File: config.mk
export PLATFORM = sky130hd
export DESIGN_NAME = encoder_period_speed_meter_core
export DESIGN_NICKNAME = d
export VERILOG_FILES = /design/src/hw/rtl/epsm_pkg.sv /design/src/hw/rtl/encoder_period_speed_meter_core.sv
export SDC_FILE = /design/constraint.sdc
export NUM_CORES = 2
export LEC_CHECK = 0
export BUFFER_PORTS_ARGS = -buffer_cell sky130_fd_sc_hd__buf_2
export CAP_MARGIN = 20
export CORE_MARGIN = 2
export CORE_UTILIZATION = 45
export CTS_BUF_LIST = sky130_fd_sc_hd__clkbuf_8
export CTS_CLUSTER_DIAMETER = 150
export DETAILED_ROUTE_END_ITERATION = 8
export PLACE_DENSITY = 0.72
export SYNTH_ARGS = -nofsm -noshare
export SYNTH_HDL_FRONTEND = slang
export SYNTH_SLANG_ARGS = --single-unit
File: constraint.sdc
create_clock -name clk_i -period 14.97 [get_ports clk_i]
set_input_delay 2.994 -clock clk_i [delete_from_list [all_inputs] [get_ports clk_i]]
set_output_delay 2.994 -clock clk_i [all_outputs]
set_load 0.005 [all_outputs]
File: src/hw/rtl/epsm_pkg.sv
// ----------------------------------------------------------------------------
// epsm_pkg: shared types and constants of the encoder period speed meter
// Operation codes, register indexes, sequencer states, fixed widths, IIR weights and reset values.
// ----------------------------------------------------------------------------
`default_nettype none

package epsm_pkg;

  // Fixed field widths
  localparam int unsigned OP_W       = 2;
  localparam int unsigned TCOUNT_W   = 16;
  localparam int unsigned SLOTS_W    = 10;
  localparam int unsigned RATE_W     = 20;
  localparam int unsigned TPERIOD_W  = 17;
  localparam int unsigned MINT_W     = 16;
  localparam int unsigned STALL_W    = 8;
  localparam int unsigned CFG_IDX_W  = 3;
  localparam int unsigned CFG_DATA_W = 20;
  localparam int unsigned PERIOD_W   = 24;
  localparam int unsigned SPEED_W    = 32;
  localparam int unsigned OVF_W      = 8;

  // Dividend is timer_rate shifted up by 16 fraction bits
  localparam int unsigned NUM_W      = RATE_W + 16;
  localparam int unsigned DIV_CNT_W  = $clog2(NUM_W);
  localparam int unsigned MIX_W      = 48;

  // IIR weights, 0.9 and 0.1 in Q0.16
  localparam logic [15:0] KEEP_WEIGHT = 16'd58982;
  localparam logic [15:0] NEW_WEIGHT  = 16'd6554;

  localparam logic [PERIOD_W-1:0] PERIOD_MAX = '1;
  localparam logic [SPEED_W-1:0]  SPEED_MAX  = '1;

  // Register reset values
  localparam logic [SLOTS_W-1:0]   SLOTS_RST   = 10'd50;
  localparam logic [RATE_W-1:0]    RATE_RST    = 20'd50000;
  localparam logic [TPERIOD_W-1:0] TPERIOD_RST = 17'd50000;
  localparam logic [MINT_W-1:0]    MINT_RST    = 16'd625;
  localparam logic [STALL_W-1:0]   STALL_RST   = 8'd2;

  typedef enum logic [OP_W-1:0] {
    OP_EDGE   = 2'd0,
    OP_WRAP   = 2'd1,
    OP_SAMPLE = 2'd2,
    OP_NONE   = 2'd3
  } op_e;

  typedef enum logic [CFG_IDX_W-1:0] {
    CFG_SLOTS   = 3'd0,
    CFG_RATE    = 3'd1,
    CFG_TPERIOD = 3'd2,
    CFG_MINT    = 3'd3,
    CFG_STALL   = 3'd4
  } cfg_idx_e;

  typedef enum logic [2:0] {
    S_IDLE,
    S_PLUS,
    S_CHECK,
    S_DEN,
    S_DIV,
    S_KEEP,
    S_MIX,
    S_DONE
  } state_e;

endpackage

`default_nettype wire

File: src/hw/rtl/encoder_period_speed_meter_core.sv
// ----------------------------------------------------------------------------
// encoder_period_speed_meter_core: encoder speed from edge-to-edge period
// Period, glitch rejection, Q16.16 speed by restoring division, IIR smoothing.
// ----------------------------------------------------------------------------
// Sequence: wrap, sample and unused items go from idle straight to done; a
//   rejected edge passes plus and check; an accepted edge also passes den,
//   the 36-step restoring divider (one shared subtract/compare per cycle),
//   keep and mix. One item at a time: the next beat is taken once the
//   sequencer is back in idle, and the last result may wait while stalled.
// Reset: asynchronous; clears control, count and speed state, loads defaults.
`default_nettype none

module encoder_period_speed_meter_core #(
  parameter int unsigned COUNT_BITS = 16,
  parameter int unsigned WRAP_BITS  = 8
) (
  input  wire                                  clk_i,
  input  wire                                  rst_ni,
  // input channel
  input  wire                                  in_valid_i,
  output logic                                 in_stall_o,
  input  wire  [epsm_pkg::OP_W-1:0]            operation_i,
  input  wire  [epsm_pkg::TCOUNT_W-1:0]        timer_count_i,
  // result channel
  output logic                                 out_valid_o,
  input  wire                                  out_stall_i,
  output logic [epsm_pkg::PERIOD_W-1:0]        period_ticks_o,
  output logic [epsm_pkg::SPEED_W-1:0]         speed_q16_o,
  output logic [epsm_pkg::SPEED_W-1:0]         smoothed_speed_q16_o,
  output logic [epsm_pkg::OVF_W-1:0]           overflow_count_o,
  output logic                                 edge_accepted_o,
  // configuration
  input  wire                                  cfg_we_i,
  input  wire  [epsm_pkg::CFG_IDX_W-1:0]       cfg_index_i,
  input  wire  [epsm_pkg::CFG_DATA_W-1:0]      cfg_data_i
);
  import epsm_pkg::*;

  localparam int unsigned PROD_W  = WRAP_BITS + TPERIOD_W;
  localparam int unsigned PLUS_W  = ((PROD_W > COUNT_BITS) ? PROD_W : COUNT_BITS) + 1;
  localparam int unsigned DEN_W   = PLUS_W + SLOTS_W;
  localparam int unsigned PWIDE_W = (PLUS_W > PERIOD_W) ? PLUS_W : PERIOD_W;
  localparam int unsigned SCMP_W  = (WRAP_BITS > STALL_W) ? WRAP_BITS : STALL_W;
  localparam int unsigned OCMP_W  = (WRAP_BITS > OVF_W) ? WRAP_BITS : OVF_W;
  localparam logic [DIV_CNT_W-1:0] DIV_LAST = DIV_CNT_W'(NUM_W - 1);

  // configuration registers
  logic [SLOTS_W-1:0]   slots_q;
  logic [RATE_W-1:0]    rate_q;
  logic [TPERIOD_W-1:0] tperiod_q;
  logic [MINT_W-1:0]    mint_q;
  logic [STALL_W-1:0]   stall_q;

  // measurement state
  logic [COUNT_BITS-1:0] newer_q, cap_q;
  logic [WRAP_BITS-1:0]  wrap_q;
  logic [PERIOD_W-1:0]   period_reg_q;
  logic [SPEED_W-1:0]    speed_q, smooth_q;
  logic                  accepted_q;

  // datapath registers
  state_e                state_q, state_d;
  op_e                   op_q;
  logic [PLUS_W-1:0]     plus_q, period_q;
  logic [DEN_W-1:0]      den_q, rem_q;
  logic [NUM_W-1:0]      quot_q;
  logic [DIV_CNT_W-1:0]  cnt_q;
  logic [MIX_W-1:0]      mix_q;

  // output register
  logic                  out_valid_q;
  logic                  out_load;

  logic                  in_fire;
  logic [PLUS_W:0]       diff;
  logic                  diff_neg;
  logic                  glitch;
  logic [PWIDE_W-1:0]    period_wide;
  logic [DEN_W:0]        rem_sh;
  logic                  rem_ge;
  logic [DEN_W:0]        rem_sub;
  logic [SPEED_W-1:0]    speed_sat;
  logic [MIX_W-1:0]      mix_sum;
  logic [OCMP_W-1:0]     wrap_ext;

  assign in_fire  = in_valid_i && !in_stall_o;
  assign out_load = (state_q == S_DONE) && (!out_valid_q || !out_stall_i);

  // period and glitch test
  assign diff        = {1'b0, plus_q} - (PLUS_W + 1)'(newer_q);
  assign diff_neg    = diff[PLUS_W];
  assign glitch      = diff_neg || (diff[PLUS_W-1:0] <= PLUS_W'(mint_q));
  assign period_wide = PWIDE_W'(diff[PLUS_W-1:0]);

  // shared divider step: shift in one dividend bit, compare and subtract
  assign rem_sh  = {rem_q, quot_q[NUM_W-1]};
  assign rem_ge  = rem_sh >= (DEN_W + 1)'(den_q);
  assign rem_sub = rem_sh - (DEN_W + 1)'(den_q);

  // saturate the quotient to 32 bits
  assign speed_sat = (quot_q[NUM_W-1:SPEED_W] != '0) ? SPEED_MAX : quot_q[SPEED_W-1:0];
  assign mix_sum   = mix_q + MIX_W'(speed_q) * MIX_W'(NEW_WEIGHT);

  // extend the wrap count for the output field; a wider count is truncated there
  assign wrap_ext = OCMP_W'(wrap_q);

  // sequencer state register
  always_ff @(posedge clk_i or negedge rst_ni) begin
    if (!rst_ni) begin
      state_q <= S_IDLE;
    end else begin
      state_q <= state_d;
    end
  end

  // next state and handshake
  always_comb begin
    state_d    = state_q;
    in_stall_o = 1'b1;
    unique case (state_q)
      S_IDLE: begin
        in_stall_o = 1'b0;
        if (in_valid_i) begin
          state_d = (op_e'(operation_i) == OP_EDGE) ? S_PLUS : S_DONE;
        end
      end
      S_PLUS:  state_d = S_CHECK;
      S_CHECK: state_d = glitch ? S_DONE : S_DEN;
      S_DEN:   state_d = S_DIV;
      S_DIV: begin
        if (cnt_q == DIV_LAST) begin
          state_d = S_KEEP;
        end
      end
      S_KEEP:  state_d = S_MIX;
      S_MIX:   state_d = S_DONE;
      S_DONE: begin
        if (out_load) begin
          state_d = S_IDLE;
        end
      end
      default: state_d = S_IDLE;
    endcase
  end

  // configuration writes
  always_ff @(posedge clk_i or negedge rst_ni) begin
    if (!rst_ni) begin
      slots_q   <= SLOTS_RST;
      rate_q    <= RATE_RST;
      tperiod_q <= TPERIOD_RST;
      mint_q    <= MINT_RST;
      stall_q   <= STALL_RST;
    end else if (cfg_we_i) begin
      unique case (cfg_idx_e'(cfg_index_i))
        CFG_SLOTS:   slots_q   <= cfg_data_i[SLOTS_W-1:0];
        CFG_RATE:    rate_q    <= cfg_data_i[RATE_W-1:0];
        CFG_TPERIOD: tperiod_q <= cfg_data_i[TPERIOD_W-1:0];
        CFG_MINT:    mint_q    <= cfg_data_i[MINT_W-1:0];
        CFG_STALL:   stall_q   <= cfg_data_i[STALL_W-1:0];
        default: ;
      endcase
    end
  end

  // measurement state updates
  always_ff @(posedge clk_i or negedge rst_ni) begin
    if (!rst_ni) begin
      newer_q      <= '0;
      wrap_q       <= '0;
      period_reg_q <= '0;
      speed_q      <= '0;
      smooth_q     <= '0;
      accepted_q   <= 1'b0;
      op_q         <= OP_NONE;
    end else begin
      if (in_fire) begin
        op_q       <= op_e'(operation_i);
        accepted_q <= 1'b0;
        // wrap and sample act at once
        unique case (op_e'(operation_i))
          OP_WRAP: begin
            if (wrap_q != '1) begin
              wrap_q <= wrap_q + WRAP_BITS'(1);
            end
          end
          OP_SAMPLE: begin
            if (SCMP_W'(wrap_q) >= SCMP_W'(stall_q)) begin
              speed_q  <= '0;
              smooth_q <= '0;
            end
          end
          OP_EDGE, OP_NONE: ;
          default: ;
        endcase
      end
      if (state_q == S_CHECK) begin
        // record the period, saturated; a negative one reads as zero
        if (diff_neg) begin
          period_reg_q <= '0;
        end else if (period_wide > PWIDE_W'(PERIOD_MAX)) begin
          period_reg_q <= PERIOD_MAX;
        end else begin
          period_reg_q <= period_wide[PERIOD_W-1:0];
        end
        // a glitch leaves the stored count alone
        if (!glitch) begin
          newer_q <= cap_q;
        end
      end
      if (state_q == S_KEEP) begin
        speed_q <= speed_sat;
      end
      if (state_q == S_MIX) begin
        smooth_q   <= mix_sum[SPEED_W+15:16];
        wrap_q     <= '0;
        accepted_q <= 1'b1;
      end
    end
  end

  // arithmetic datapath, no reset needed
  always_ff @(posedge clk_i) begin
    if (in_fire) begin
      cap_q <= COUNT_BITS'(timer_count_i);
    end
    unique case (state_q)
      S_PLUS: begin
        plus_q <= PLUS_W'(PROD_W'(wrap_q) * PROD_W'(tperiod_q)) + PLUS_W'(cap_q);
      end
      S_CHECK: begin
        period_q <= diff[PLUS_W-1:0];
      end
      S_DEN: begin
        den_q  <= DEN_W'(slots_q) * DEN_W'(period_q);
        rem_q  <= '0;
        quot_q <= {rate_q, 16'd0};
        cnt_q  <= '0;
      end
      S_DIV: begin
        rem_q  <= rem_ge ? rem_sub[DEN_W-1:0] : rem_sh[DEN_W-1:0];
        quot_q <= {quot_q[NUM_W-2:0], rem_ge};
        cnt_q  <= cnt_q + DIV_CNT_W'(1);
      end
      S_KEEP: begin
        mix_q <= MIX_W'(smooth_q) * MIX_W'(KEEP_WEIGHT);
      end
      S_IDLE, S_MIX, S_DONE: ;
      default: ;
    endcase
  end

  // output register: load on finish, drop when taken
  always_ff @(posedge clk_i or negedge rst_ni) begin
    if (!rst_ni) begin
      out_valid_q <= 1'b0;
    end else if (out_load) begin
      out_valid_q <= 1'b1;
    end else if (!out_stall_i) begin
      out_valid_q <= 1'b0;
    end
  end

  always_ff @(posedge clk_i) begin
    if (out_load) begin
      period_ticks_o       <= period_reg_q;
      speed_q16_o          <= speed_q;
      smoothed_speed_q16_o <= smooth_q;
      overflow_count_o     <= wrap_ext[OVF_W-1:0];
      edge_accepted_o      <= accepted_q && (op_q == OP_EDGE);
    end
  end

  assign out_valid_o = out_valid_q;

  // remainder stays below a nonzero divisor while dividing
  a_rem_bound: assert property (@(posedge clk_i) disable iff (!rst_ni)
    (state_q == S_DIV) |-> (den_q == '0) || (rem_q < den_q))
    else $error("divider remainder not below divisor");

  // divider runs exactly its step count before smoothing
  a_div_end: assert property (@(posedge clk_i) disable iff (!rst_ni)
    (state_q == S_DIV) && (cnt_q == DIV_LAST) |=> (state_q == S_KEEP))
    else $error("divider did not finish on its last step");

  // an accepted edge clears the overflow count
  a_edge_clears: assert property (@(posedge clk_i) disable iff (!rst_ni)
    (state_q == S_MIX) |=> (wrap_q == '0) && accepted_q)
    else $error("accepted edge left overflow count set");

  // a result claiming a new speed shows no overflows
  a_out_edge: assert property (@(posedge clk_i) disable iff (!rst_ni)
    out_valid_o && edge_accepted_o |-> (overflow_count_o == '0))
    else $error("edge result with nonzero overflow count");

  // input is only taken from idle; an edge beat starts the sequencer
  a_take_idle: assert property (@(posedge clk_i) disable iff (!rst_ni)
    in_fire && (op_e'(operation_i) == OP_EDGE) |=> (state_q == S_PLUS))
    else $error("edge beat did not start the sequencer");

endmodule

`default_nettype wire
==> out/metrics.cfg <==
[run_status]
status=finished clean

[placement]
dp_hpwl_um=92660
placedCellCount=6505
post-place-ws_ns=6.805
gp_congestion=0.9332
port_buffers=144

[floorplanning]
initial_core_util_pct=45.21
dieArea_um2=117300
rows=124
die_y_um=342.5
pin_count=145
core-area_um2=114000
die_w_um=342.5

[global_routing]
grt_max_degree=80
grt-ovfl-total=0
grtUsageTotal_pct=20.73
first_global_vias=37060
grt_antenna_before_repair=5
grt_pass1_wl_um=194300

[finish]
multi_input_comb_area_um2=33410
drive_gt1_share_pct=8.723
nFillCells=10310
register_area_um2=14570
final_util_pct=49.04
area_growth_pct=8.477
final_cells=6684
nNetsFinal=6339

[sta]
min_period_over_period_pct=55.26
setup_tns_ns=0
rsz0062_at_grt=no
setup_viol=0
hold_violations=0
skew_ns=0.06272
setup_ws_ns=6.697
fmax_mhz=120.9
tightest_slew_ns=1.057
slew_headroom_pct=29.53
period_needed_ns=8.273
final-max-slew-violation-count=0

[synth]
ys.warnings.count=0
synth_top_area_cell=fa_1
synth-seq-cells=516
synth_top_cell_area_share_pct=24.35
synth_cell_type_count=82
avgSynthCellArea_um2=10.36
synthTopCellsByCount=inv_1 (811), fa_1 (627), ha_1 (577)
netlist_instances=4975
synth_area_um2=51560
yosysMostFrequentCell=inv_1
seq_area_frac_synth_pct=28.27
synth.area.top_cells=fa_1 (24%), edfxtp_1 (19%), ha_1 (14%), dfrtp_1 (8.1%), inv_1 (5.9%)
async_flop_share_pct=36.82
synth_edf_count=326
synth-main-ff-cell=edfxtp_1
syn_nets=6225

[critical_path]
cpPeakStageDelay_ns=0.59
cp-end-kind=flip-flop
crit_type=flip-flop to flip-flop
cp_max_fo=9
cpMaxStageDelayCell=a221oi_1
crit_path_start_kind=flip-flop
arrival_ns=8.92
crit_required_ns=15.62

[cts]
postCtsHoldBufs=0
cts_max_level=3
post_cts_buffers=0
cts_tree=done
insertion_delay_ns=0.78
cts_resized=0
cts_made_buffers=93
cts_buffer_depth=3
clk_pin_slew_ns=0.06
cts_root_buffer=clkbuf_8
cts.sinks=516

[detailed_routing]
dr_total_vias=35850
drtAntennaViolNets=0
avgViaCountPerCell=5.364
drt-initial-drc-count=2155
wl_per_cell_um=17.70
routed_wl_um=118300
drt_pass1_iterations=6
drc_errors=0

[min_path]
hp-class=flip-flop to flip-flop

[job]
maxCapViolCount=0

## state kept, by name, summed over array words and instances, names as in the netlist, 2 cells and up
| signal | flops |
|---|---|
| smooth_q | 32 |
| plus_q | 26 |
| speed_q16_o | 32 |
| tperiod_q | 17 |
| slots_q | 10 |
| overflow_count_o | 8 |
| newer_q | 16 |
| op_q | 2 |
| period_reg_q | 24 |
| cnt_q | 6 |
| mint_q | 16 |
| stall_q | 8 |
| quot_q | 36 |
| period_ticks_o | 24 |
| rem_q | 36 |
| period_q | 26 |
| smoothed_speed_q16_o | 32 |
| speed_q | 32 |
| den_q | 36 |
| state_q | 3 |
| rate_q | 20 |
| cap_q | 16 |
| mix_q | 47 |
| wrap_ext | 8 |
## layout by cell type, fill, tap and decap left out, types with 29 or more instances in the layout
cell type,count
buf_4,32
nand2_1,484
a21o_1,97
o21a_1,33
and2_1,180
xor2_1,77
nand4_1,33
nand3_1,68
o21ai_1,29
o21ai_0,154
nor3_1,38
a21oi_1,237
and3_1,39
fa_1,627
nor2_1,217
clkbuf_8,101
mux2_2,65
edfxtp_1,326
inv_1,835
xnor2_1,156
ha_1,577
buf_2,143
dfrtp_1,167
## logic make-up after synthesis
group                    Yosys count  synth area share, %
AND/OR/NAND/NOR                 1187                10.86
multiplexers                      92                1.944
buffers and inverters            970                7.079
adder cells (fa/ha/maj)         1204                38.35
AO/OA/AOI/OAI                    773                9.547
flip-flops                       516                28.27
XOR/XNOR                         233                3.958
## through the flow
stage          hold WS (ns)  cell area, µm²
2_1_floorplan        0.4248           51560
3_3_place_gp         0.4324           53890
3_5_place_dp         0.4351           53910
4_1_cts              0.4504           55890
5_1_grt              0.4523           55920
6_report             0.4513           55930
## critical path: cells and delay by family, from the launching register on
kind	cells	cell delay, ns
fa+ha+maj	7	3.23
flops	1	0.51
buf+inv	4	0.23
simple gates	6	1.22
compound gates	10	2.74
xor+xnor	2	0.26
## cell type report
| cell class | instances | area share [%] |
|---|---|---|
| multi-input cells | 3489 | 59.75 |
| flip-flops and latches | 516 | 26.06 |
| repair buffers | 178 | 1.810 |
| diodes | 2 | 0.008949 |
| clock inverters | 76 | 1.092 |
| well taps | 1512 | 3.383 |
| inverters | 811 | 5.443 |
| clock buffers | 100 | 2.461 |
## metal layers
layer  GRT usage [%]  vias to the layer above  part of all wire, %
li1                -                    16710                    -
met1           28.49                    17980                   44
met2           33.54                      939                   47
met3           3.346                      222                  6.0
met4           6.743                        6                  3.1
met5               0                        -                0.026
## final timing paths
kind,cells after the start,start,to,slack (ns)
min in group asynchronous,1,rst_ni,state_q[2],2.23
worst max-delay path,29,speed_q[8],smooth_q[27],6.70
worst min register to register,0,period_reg_q[2],period_ticks_o[2],0.45
max in group asynchronous,3,rst_ni,period_reg_q[3],10.49
worst min-delay path,0,period_reg_q[2],period_ticks_o[2],0.45
worst max register to register,29,speed_q[8],smooth_q[27],6.70
Power is left out: the tool's default activity adds up to more than one toggle a clock period on the data nets, which glitch-free logic cannot reach.
